==> config.mk <==
export PLATFORM = sky130hd
export DESIGN_NAME = lfucl_cell
export DESIGN_NICKNAME = d
export VERILOG_FILES = /design/src/rtl/lfucl_pkg.sv /design/src/rtl/lfucl_cell.sv
export SDC_FILE = /design/constraint.sdc
export NUM_CORES = 1
export LEC_CHECK = 0
export BUFFER_PORTS_ARGS = -buffer_cell sky130_fd_sc_hd__buf_2
export CAP_MARGIN = 20
export CORE_MARGIN = 1.5
export CORE_UTILIZATION = 25
export CTS_CLUSTER_SIZE = 14
export DETAILED_ROUTE_END_ITERATION = 10
export HOLD_SLACK_MARGIN = 0.02
export PLACE_DENSITY = 0.54
export SETUP_SLACK_MARGIN = 0.02
export SYNTH_ARGS = -nofsm -noshare
export SYNTH_HDL_FRONTEND = slang
export SYNTH_SLANG_ARGS = --single-unit
==> constraint.sdc <==
create_clock -name clk -period 4.2 [get_ports clk]
set_clock_uncertainty 0.05 [all_clocks]
set_input_delay 0.42 -clock clk [delete_from_list [all_inputs] [get_ports clk]]
set_output_delay 0.42 -clock clk [all_outputs]
set_load 0.02 [all_outputs]
==> src/rtl/lfucl_pkg.sv <==
// ----------------------------------------------------------------------------
// lfucl_pkg: shared types for the LFU cache lookup and replace unit
// Search token handed along the cell chain, and the write command that the
// control logic broadcasts back to the cells once the search is complete.
// ----------------------------------------------------------------------------
package lfucl_pkg;

  localparam int ENTRIES_DEFAULT = 16;
  localparam int ENTRIES_MAX     = 64;
  localparam int SLOT_IDX_W      = $clog2(ENTRIES_MAX);
  localparam int FILL_W          = $clog2(ENTRIES_MAX + 1);
  localparam int KEY_W           = 32;
  localparam int DATA_W          = 32;
  localparam int CAP_W           = 5;
  localparam logic [CAP_W-1:0] CAP_RESET = CAP_W'(16);
  localparam logic [31:0] SAT_MAX = 32'hFFFF_FFFF;

  typedef enum logic [1:0] {
    WR_NONE,
    WR_TOUCH,
    WR_INSTALL
  } wr_op_t;

  typedef struct packed {
    logic                  active;
    logic [KEY_W-1:0]      key;
    logic [FILL_W-1:0]     fill;
    logic                  match_found;
    logic [SLOT_IDX_W-1:0] match_idx;
    logic [DATA_W-1:0]     match_data;
    logic                  free_found;
    logic [SLOT_IDX_W-1:0] free_idx;
    logic                  victim_found;
    logic [SLOT_IDX_W-1:0] victim_idx;
    logic [31:0]           victim_count;
    logic [31:0]           victim_stamp;
    logic [KEY_W-1:0]      victim_key;
  } token_t;

  typedef struct packed {
    wr_op_t                op;
    logic [SLOT_IDX_W-1:0] idx;
    logic                  is_put;
    logic [KEY_W-1:0]      key;
    logic [DATA_W-1:0]     data;
    logic [31:0]           stamp;
  } wr_cmd_t;

  function automatic logic [31:0] sat_inc(input logic [31:0] v);
    sat_inc = (v == SAT_MAX) ? v : v + 32'd1;
  endfunction

endpackage

==> src/rtl/lfucl_cell.sv <==
// ----------------------------------------------------------------------------
// lfucl_cell: one cache slot of the search chain
// Holds one entry, folds it into the passing search token and registers the
// token for the next cell; applies broadcast write commands aimed at it.
// ----------------------------------------------------------------------------
module lfucl_cell
  import lfucl_pkg::*;
#(
  parameter int CELL_INDEX = 0
) (
  input  logic    clk,
  input  logic    rst,
  input  token_t  tok_in,
  output token_t  tok_out,
  input  wr_cmd_t cmd
);

  localparam logic [SLOT_IDX_W-1:0] MY_IDX = SLOT_IDX_W'(CELL_INDEX);

  logic              valid;
  logic [KEY_W-1:0]  key;
  logic [DATA_W-1:0] data;
  logic [31:0]       count;
  logic [31:0]       stamp;
  token_t            tok_next;

  always_comb begin
    tok_next = tok_in;
    if (tok_in.active && valid) begin
      tok_next.fill = tok_in.fill + FILL_W'(1);
      if (!tok_in.match_found && key == tok_in.key) begin
        tok_next.match_found = 1'b1;
        tok_next.match_idx   = MY_IDX;
        tok_next.match_data  = data;
      end
      // strict compares keep the lowest index on a full tie
      if (!tok_in.victim_found || count < tok_in.victim_count ||
          (count == tok_in.victim_count && stamp < tok_in.victim_stamp)) begin
        tok_next.victim_found = 1'b1;
        tok_next.victim_idx   = MY_IDX;
        tok_next.victim_count = count;
        tok_next.victim_stamp = stamp;
        tok_next.victim_key   = key;
      end
    end else if (tok_in.active && !tok_in.free_found) begin
      tok_next.free_found = 1'b1;
      tok_next.free_idx   = MY_IDX;
    end
  end

  always_ff @(posedge clk) begin
    if (rst) begin
      tok_out.active <= 1'b0;
    end else begin
      tok_out.active <= tok_next.active;
    end
    tok_out.key          <= tok_next.key;
    tok_out.fill         <= tok_next.fill;
    tok_out.match_found  <= tok_next.match_found;
    tok_out.match_idx    <= tok_next.match_idx;
    tok_out.match_data   <= tok_next.match_data;
    tok_out.free_found   <= tok_next.free_found;
    tok_out.free_idx     <= tok_next.free_idx;
    tok_out.victim_found <= tok_next.victim_found;
    tok_out.victim_idx   <= tok_next.victim_idx;
    tok_out.victim_count <= tok_next.victim_count;
    tok_out.victim_stamp <= tok_next.victim_stamp;
    tok_out.victim_key   <= tok_next.victim_key;
  end

  always_ff @(posedge clk) begin
    if (rst) begin
      valid <= 1'b0;
    end else if (cmd.idx == MY_IDX) begin
      unique case (cmd.op)
        WR_TOUCH: begin
          count <= sat_inc(count);
          stamp <= cmd.stamp;
          if (cmd.is_put) begin
            data <= cmd.data;
          end
        end
        WR_INSTALL: begin
          valid <= 1'b1;
          key   <= cmd.key;
          data  <= cmd.data;
          count <= 32'd0;
          stamp <= cmd.stamp;
        end
        default: ;
      endcase
    end
  end

endmodule

After elaboration in Yosys (flattened, before gate mapping)
Index checks and enable logic that the tools add are counted.
W data, S select, Z words.
{"block": "totals", "reg_bits": 318, "inputBits": 296, "out_inout_bits": 189, "wordCells": 57}
{"block": "op_classes", "add_sub_neg": 2, "n_lt_le_gt_ge": 2, "n_eq_ne": 7, "mux": 10, "bitwise_logic": 1, "reduce_logical": 17}
{"operator": "$mux W103", "count": 2}
{"operator": "$pmux W32 S2", "count": 2}
{"operator": "$eq A32 B32 Y1", "count": 2}
{"operator": "$lt A32 B32 Y1", "count": 2}
{"operator": "$mux W32", "count": 2}
{"operator": "$mux W46", "count": 1}
{"operator": "$mux W39", "count": 1}
{"operator": "$add A32 B1 Y32 const B", "count": 1}
{"operator": "$eq A32 B32 Y1 const B", "count": 1}
{"operator": "$mux W7", "count": 2}
{"operator": "$reduce_and A4 Y1", "count": 2}
{"operator": "$add A7 B1 Y7 const B", "count": 1}
{"operator": "$logic_not A6 Y1", "count": 1}
{"operator": "$reduce_and A3 Y1", "count": 2}
{"operator": "$logic_and A1 B1 Y1", "count": 4}
{"operator": "$ne A2 B2 Y1 const B", "count": 2}
{"operator": "$logic_not A1 Y1", "count": 3}
{"operator": "$eq A2 B1 Y1 const B", "count": 1}
{"operator": "$eq A2 B2 Y1 const B", "count": 1}
{"operator": "$logic_or A1 B1 Y1", "count": 2}
{"operator": "$reduce_and A2 Y1", "count": 1}
{"operator": "$reduce_bool A2 Y1", "count": 1}
{"operator": "$reduce_or A2 Y1", "count": 1}
{"operator": "$not A1 Y1", "count": 1}

Longest topological paths before layout
Gate-level depths: netlist (run 1).
{"block": "logic_depth", "ltp_word": 5, "mapped_depth": 11, "mapped_depth_nobuf": 9}

Worst setup path before layout (run 1)
Ideal clock, no wire load.
{"block": "synth_timing", "kind": "reg2reg", "startpoint": "register count[0]", "endpoint": "register count[0] (enable)", "arrival_ns": 3.722, "t_required_ns": 3.680, "slack_ns": -0.043, "stages_incl_launch_ff": 9, "n_path_buf": 0, "cell_sequence": "edfxtp_1 > ha_1 > nand3_1 > nor2_1 > nand2_1 > nor4_2 > nand2_1 > nor3_1 > a211oi_1"}
{"block": "synth_via", "elab_chain_cells": 3}
{"element": "start, declared", "line": "lfucl_cell.sv:23", "text": "logic [31:0] count;"}
{"element": "start signal, assigned", "line": "lfucl_cell.sv:77", "text": "count <= sat_inc(count);"}
{"element": "$eq A32 B32 Y1", "line": "lfucl_pkg.sv:50", "text": "sat_inc = (v == SAT_MAX) ? v : v + 32'd1;"}
{"element": "$ne A2 B2 Y1 (no source line)"}
{"element": "$reduce_and A4 Y1 (no source line)"}
Every way passes these cells.
A chain may end at the register's enable or synchronous reset.

Worst setup path in the final report (run 1)
{"block": "layout_timing", "startpoint": "register count[0]", "endpoint": "register count[6] (enable)"}
Same word-level chain as after synthesis.

==> metrics.md, run 1 <==
| Metric | Value |
|---|---|
| Fin worst setup slack | 0.985 ns |
| VDD IR-drop max | 330 uV |
| DR DRC count | 0 |
| Die area | 0.0514 sq mm |
| Initial antenna violation count | 2 |
| Largest area contributor in the netlist | edfxtp_1 |
| Distinct cells, synth | 44 |
| Initial Util | 0.255 |
| ANT nets after route | 0 |
| TNS Setup | 0 ns |
| Switching Share | 0.229 |
| Critical path class | reg2reg |
| Root Driver | clkbuf_16 |
| Top layer in use | met4 |
| Internal power | 5.67 mW |
| Cell Area, Synth | 0.0125 sq mm |
| First-pass GRT wire length | 55400 um |
| Count leader, synth | dfxtp_1 |
| CTS clock-pin slew for the worst setup and hold paths | 0.06 ns |
| Worst-path maximum fanout | 32 |
| Die Ht | 227 um |
| EDFF count, synth | 128 |
| Syn Inst Count | 922 |
| Gpl congestion | 0.804 |
| Setup Fix Bufs, Post-CTS | 0 |
| RSZ-0062 raised after global routing | no |
| Area contributors post-synth | edfxtp_1, dfxtp_1, mux2_4 |
| Pin count of the biggest net entering global routing | 63 |
| Clock Tree Buf Depth | 3 |
| Overflow after GRT | 0 |
| Worst endpoint required time | 4.38 ns |
| Via count | 9424 |
| HPWL Detailed | 28500 um |
| Maximum clock frequency | 0.311 GHz |
| Syn Area/Cell | 13.6 sq um |
| Worst path arrival time | 3.40 ns |
| Share of the synthesized area in the top cell type | 0.307 |
| CTS H-Tree Depth | 2 |
| Post-Syn Nets | 1285 |
| Final setup violation count | 0 |
| Logic pwr share | 0.100 |
| Utilization after layout | 0.379 |
| DR WL met2 | 19000 um |
| Final Hold Viols | 0 |
| Core ar. | 0.0492 sq mm |
| Fin. max-slew vios | 0 |
| Total power | 7.35 mW |
| Pre-CTS setup slack | 0.564 ns |
| Synth Register Bits | 318 |
| Vias/cell | 4.11 |
| Top Ports | 485 |
| Seq/Total Area, Yosys | 0.611 |
| Initial DRC count | 340 |
| Max_slew headroom | 0.353 |
| CTS tree | done |
| Number of max-cap violations | 0 |
| Clk_lat worst skew | 0.54 ns |
| Post-synth top cells | dfxtp_1, edfxtp_1, inv_1, mux2_4, ha_1 |
| Number of CTS-inserted buffers | 38 |
| Clock sink count | 318 |
| Horiz. Die Dim | 227 um |
| CP endpoint kind | flop |
| Sequential Power Share | 0.455 |
| Drt pass-1 iters | 4 |
| IO Port Bufs | 484 |
| Pleak | 8.46 nW |
| Tmin final | 3.22 ns |
| FP Rows | 81 |
| Layout area overhead | 49.0% |
| Final net count | 1963 |
| Fin crit share | 0.766 |
| Clock power share | 0.446 |
| Cell Pwr Density | 394 mW/mm^2 |
| Final wirelength | 38300 um |
| Routed length on met1 | 15100 um |
| Worst min path class | in2reg |
| Async SR Flop Fraction | 0 |
| P_sw | 1.68 mW |
| Fraction of layout cells with a size suffix above 1 | 0.421 |
| Total Routing Usage GR | 0.143 |
| Minimum hold slack | 0.0578 ns |
| Routed wire per std cell | 16.7 um |
| Run status | complete, no violations |
| Vias in the first global route | 9986 |
| Met3 wire length | 3030 um |
| Post-synth top flop | dfxtp_1 |
| Measured slew at the worst slew-check pin | 0.968 ns |
| Syn. warnings | 0 |
| CP Launch Type | flop |
## metal layers
layer,GRT usage,up-vias
met4,0.0611,0
met1,0.159,4418
met3,0.0483,64
met5,0,-
li1,-,4603
met2,0.248,339
## final cells by class
class | instances | area [sq um]
fillers | 4780 | 30500
flip-flops and latches | 318 | 7650
multi-input cells | 509 | 4470
repair buffers | 658 | 4170
clock buffers | 57 | 1120
well taps | 664 | 831
inverters | 75 | 282
clock inverters | 12 | 120
diodes | 2 | 5.00
## registers in the layout, summed over array words and instances, names as in the netlist
signal	count
key	32
stamp	32
data	32
count	32
tok_out	189
valid	1
## kinds of logic (layout without fill, tap and decap cells)
kind of cell	count (synthesis)	count (layout)	share of synthesized area
xor+xnor	59	59	0.0413
fa+ha+maj	67	67	0.0670
simple gates	184	184	0.0745
flops	318	318	0.611
other cells	0	2	0
buf+inv	95	802	0.0351
compound gates	69	69	0.0330
mux	130	130	0.138
## stage by stage
| stage | instances | cell area [sq um] |
|---|---|---|
| 6_report | 2295 | 18600 |
| 5_1_grt | 2295 | 18600 |
| 4_1_cts | 2292 | 18600 |
| 3_5_place_dp | 2058 | 15700 |
| 3_3_place_gp | 2058 | 15700 |
| 2_1_floorplan | 922 | 12500 |
## power by group through the flow
stage	Combinational [mW]	Sequential, mW	Clock [mW]
after CTS	0.739	3.34	3.38
after detailed placement	0.613	3.41	0
after global routing	0.797	3.35	3.50
after global placement	0.606	3.40	0
final	0.734	3.34	3.27
after floorplan	0.170	3.53	0
## cells in the final DEF, fill, tap and decap left out, types with 16 or more instances in the layout
master and n:
nor2_1 44, buf_2 484, ha_1 67, nand2_1 37
mux2_4 71, xor2_1 36, mux2_2 55, nand4_1 17
clkbuf_16 39, o21ai_0 16, xnor2_1 23, nor2b_1 18
edfxtp_1 128, dfxtp_1 190, nand3_1 19, dlygate4sd3_1 166
a21oi_1 33, inv_1 75
## critical path, stage by stage, from the launching register on
cell	delay [ns]
edfxtp_1	0.47
ha_1	0.23
nand3_1	0.12
nor2_1	0.31
nand2_1	0.23
nor4_2	0.40
nand2_1	0.23
nor3_1	0.45
a211oi_4	0.11
buf_4	0.29
## worst paths after layout
check | start | to | slack [ns] | cells after the start
max | count[0] | count[6] | 0.98 | 9
min | cmd[76] | key[12] | 0.06 | 1
max reg2reg | count[0] | count[6] | 0.98 | 9
min reg2reg | data[21] | tok_out[131] | 0.42 | 1
## what timing repair did
item,CTS,global route
hold endpoints to repair,165,1
resized for setup,0,0
setup endpoints to repair,0,0
hold buffers,165,1
Note: power is estimated with default switching activity, not from simulation.
==> run 2: changes to the inputs <==
PLACE_DENSITY = 0.53   (was 0.54)
clock period = 3.16 ns   (was 4.2 ns; I/O delays follow)
==> run 2 against run 1 <==
Total power up 33%. Flip-flop and latch count unchanged. Die area unchanged. Via count up 7.0%. Final area up 8.8%. Largest power group unchanged. Core utilization up 3.3 points. Count of clock-buffer cells in the layout up 1. First-iteration DRC count down 18%.
==> metrics.md, run 2 (synthesis gave the netlist of run 1 again) <==
| Metric | Value |
|---|---|
| Run status | complete, no violations |
| Biggest register | tok_out |
| Initial antenna violation count | 0 (-2) |
| Number of CTS-inserted buffers | 38 (unchanged) |
| Fin. max-slew vios | 0 (unchanged) |
| Largest register FFs | 189 (unchanged) |
| Utilization after layout | 0.413 (+0.0333) |
| Die area | 0.0514 sq mm (unchanged) |
| Final net count | 2126 (+8.3%) |
| Die Ht | 227 um (unchanged) |
| Area taken by multi-input logic gates | 0.00452 sq mm (+1.1%) |
| CTS clock-pin slew for the worst setup and hold paths | 0.06 ns (about the same) |
| VDD IR-drop max | 362 uV (+10%) |
| CP Launch Type | input pin |
| R2R setup slack | 0.24 ns (-0.74 ns) |
| Overflow after GRT | 0 (unchanged) |
| Top Ports | 485 (unchanged) |
| Pleak | 9.18 nW (+8.5%) |
| Vias/cell | 4.10 (about the same) |
| Tmin final | 2.94 ns |
| Final wirelength | 40000 um (+4.3%) |
| Total Routing Usage GR | 0.145 (+0.00214) |
| RSZ-0062 raised after global routing | no |
| Clock Tree Buf Depth | 3 (unchanged) |
| Min-Delay Endpoint | tok_out[68] |
| CTS tree | done |
| Drt pass-1 iters | 4 (unchanged) |
| Clock sink count | 318 (unchanged) |
| DR DRC count | 0 (unchanged) |
| Final setup violation count | 0 (unchanged) |
| Filler cells | 4623 (-3.3%) |
| FF-to-FF path depth | 11 (+2) |
| ANT nets after route | 0 (unchanged) |
| Initial DRC count | 278 (-18%) |
| Worst endpoint required time | 3.54 ns (-0.84 ns) |
| CP endpoint kind | flop |
| Fraction of layout cells with a size suffix above 1 | 0.407 (-0.0134) |
| IO Port Bufs | 484 (unchanged) |
| HPWL Detailed | 27800 um (-2.6%) |
| Layout area overhead | 62.1% |
| Design Area, Final | 0.0203 sq mm (+8.8%) |
| Cell Pwr Density | 481 mW/mm^2 (+22%) |
| Reg-to-Reg End | tok_out[66] |
| CTS H-Tree Depth | 2 (unchanged) |
| Maximum clock frequency | 0.340 GHz |
| Hold path depth | 3 (+2) |
| Worst path arrival time | 3.33 ns (-0.07 ns) |
| R2r startpoint | count[27] |
| Max_slew headroom | 0.558 (+0.205) |
| Worst min path class | in2reg |
| Measured slew at the worst slew-check pin | 0.653 ns (-0.315 ns) |
| Most frequent cells in the layout | buf_2, dlygate4sd3_1, dfxtp_1, edfxtp_1, inv_1 |
| TNS Setup | 0 ns (unchanged) |
| Critical path class | in2reg |
| Vias in the first global route | 10600 (+6.6%) |
| Routed wire per std cell | 16.3 um (-2.6%) |
| Gpl congestion | 0.797 (-0.91%) |
| Min-Delay Startpoint | tok_in[68] |
| Horiz. Die Dim | 227 um (unchanged) |
| Final Hold Viols | 0 (unchanged) |
| Worst-path maximum fanout | 16 (-50%) |
| FP Rows | 81 (unchanged) |
| Storage cell area | 0.00765 sq mm (unchanged) |
| Commonest non-fill, non-tap cell in the layout | buf_2 |
| Placed cell area | 0.0161 sq mm (+2.2%) |
| Root Driver | clkbuf_16 |
| Antenna cell count | 0 (-2) |
| Pin count of the biggest net entering global routing | 39 (-38%) |
| Fin crit share | 0.932 |
| Core ar. | 0.0492 sq mm (unchanged) |
| Number of max-cap violations | 0 (unchanged) |
| Initial Util | 0.255 (unchanged) |
| First-pass GRT wire length | 56800 um (+2.7%) |
| Clk_lat worst skew | 0.56 ns (+0.02 ns) |
| Via count | 10100 (+7.0%) |
[run 2: worst max-delay path by stage]
stage / end / slack, ns / depth (start not counted) / start
detailed placement: tok_out[28] / -0.12 / 12 / tok_in[91]
finish: tok_out[66] / 0.22 / 13 / tok_in[94]
floorplan: count[0] / 0.47 / 8 / count[0]
global route: tok_out[100] / 0.03 / 15 / tok_in[90]
CTS: tok_out[28] / 0.03 / 10 / count[31]
global placement: tok_out[28] / -0.16 / 12 / tok_in[91]
[run 2: power breakdown]
part | total (mW) | switching, mW | leakage, nW | internal [mW]
combinational | 1.10 | 0.496 | 5.85 | 0.606
sequential | 4.44 | 0.0377 | 2.76 | 4.40
clock | 4.21 | 1.74 | 0.578 | 2.46
total | 9.75 | 2.28 | 9.18 | 7.47
[run 2: per-layer routing]
metal	up-vias	GRT usage	share of wire
met5	-	0	0
met4	0	0.0538	0.028
met3	71	0.0437	0.069
met2	326	0.263	0.52
met1	4766	0.159	0.39
li1	4921	-	-
[run 2: final cells by class]
cell class	count	area share
sequential	318	0.377
timing repair buffer	821	0.286
multi-input combinational	509	0.223
clock buffer	58	0.0535
tap	664	0.0410
inverter	75	0.0139
clock inverter	12	0.00530
[run 2: repair_timing]
| action | 4_1_cts | 5_1_grt |
|---|---|---|
| setup buffers | 0 | 2 |
| setup endpoints to repair | 96 | 96 |
| pin swaps | 0 | 4 |
| hold endpoints to repair | 285 | 0 |
| cloned | 0 | 3 |
| hold buffers | 286 | 0 |
| gates resized for setup | 1 | 7 |
[run 2: worst max-delay path, cell delays in order]
cell	delay (ns)
dlygate4sd3_1	0.53
buf_2	0.12
inv_1	0.04
ha_1	0.31
nand4_1	0.22
nor2_1	0.08
a2111oi_0	0.40
a31oi_1	0.23
a21oi_1	0.31
a21oi_4	0.06
buf_12	0.19
clkbuf_16	0.20
mux2_4	0.31
[run 2: through the flow]
stage / instances / power [mW] / worst slack [ns] / hold slack [ns]
6_report: 2457 / 9.75 / 0.215 / 0.0721
5_1_grt: 2457 / 10.1 / 0.0288 / 0.0732
4_1_cts: 2452 / 9.89 / 0.0303 / 0.0584
3_5_place_dp: 2096 / 5.33 / -0.118 / 0.396
3_3_place_gp: 2096 / 5.32 / -0.160 / 0.397
2_1_floorplan: 922 / 4.92 / 0.474 / 0.294
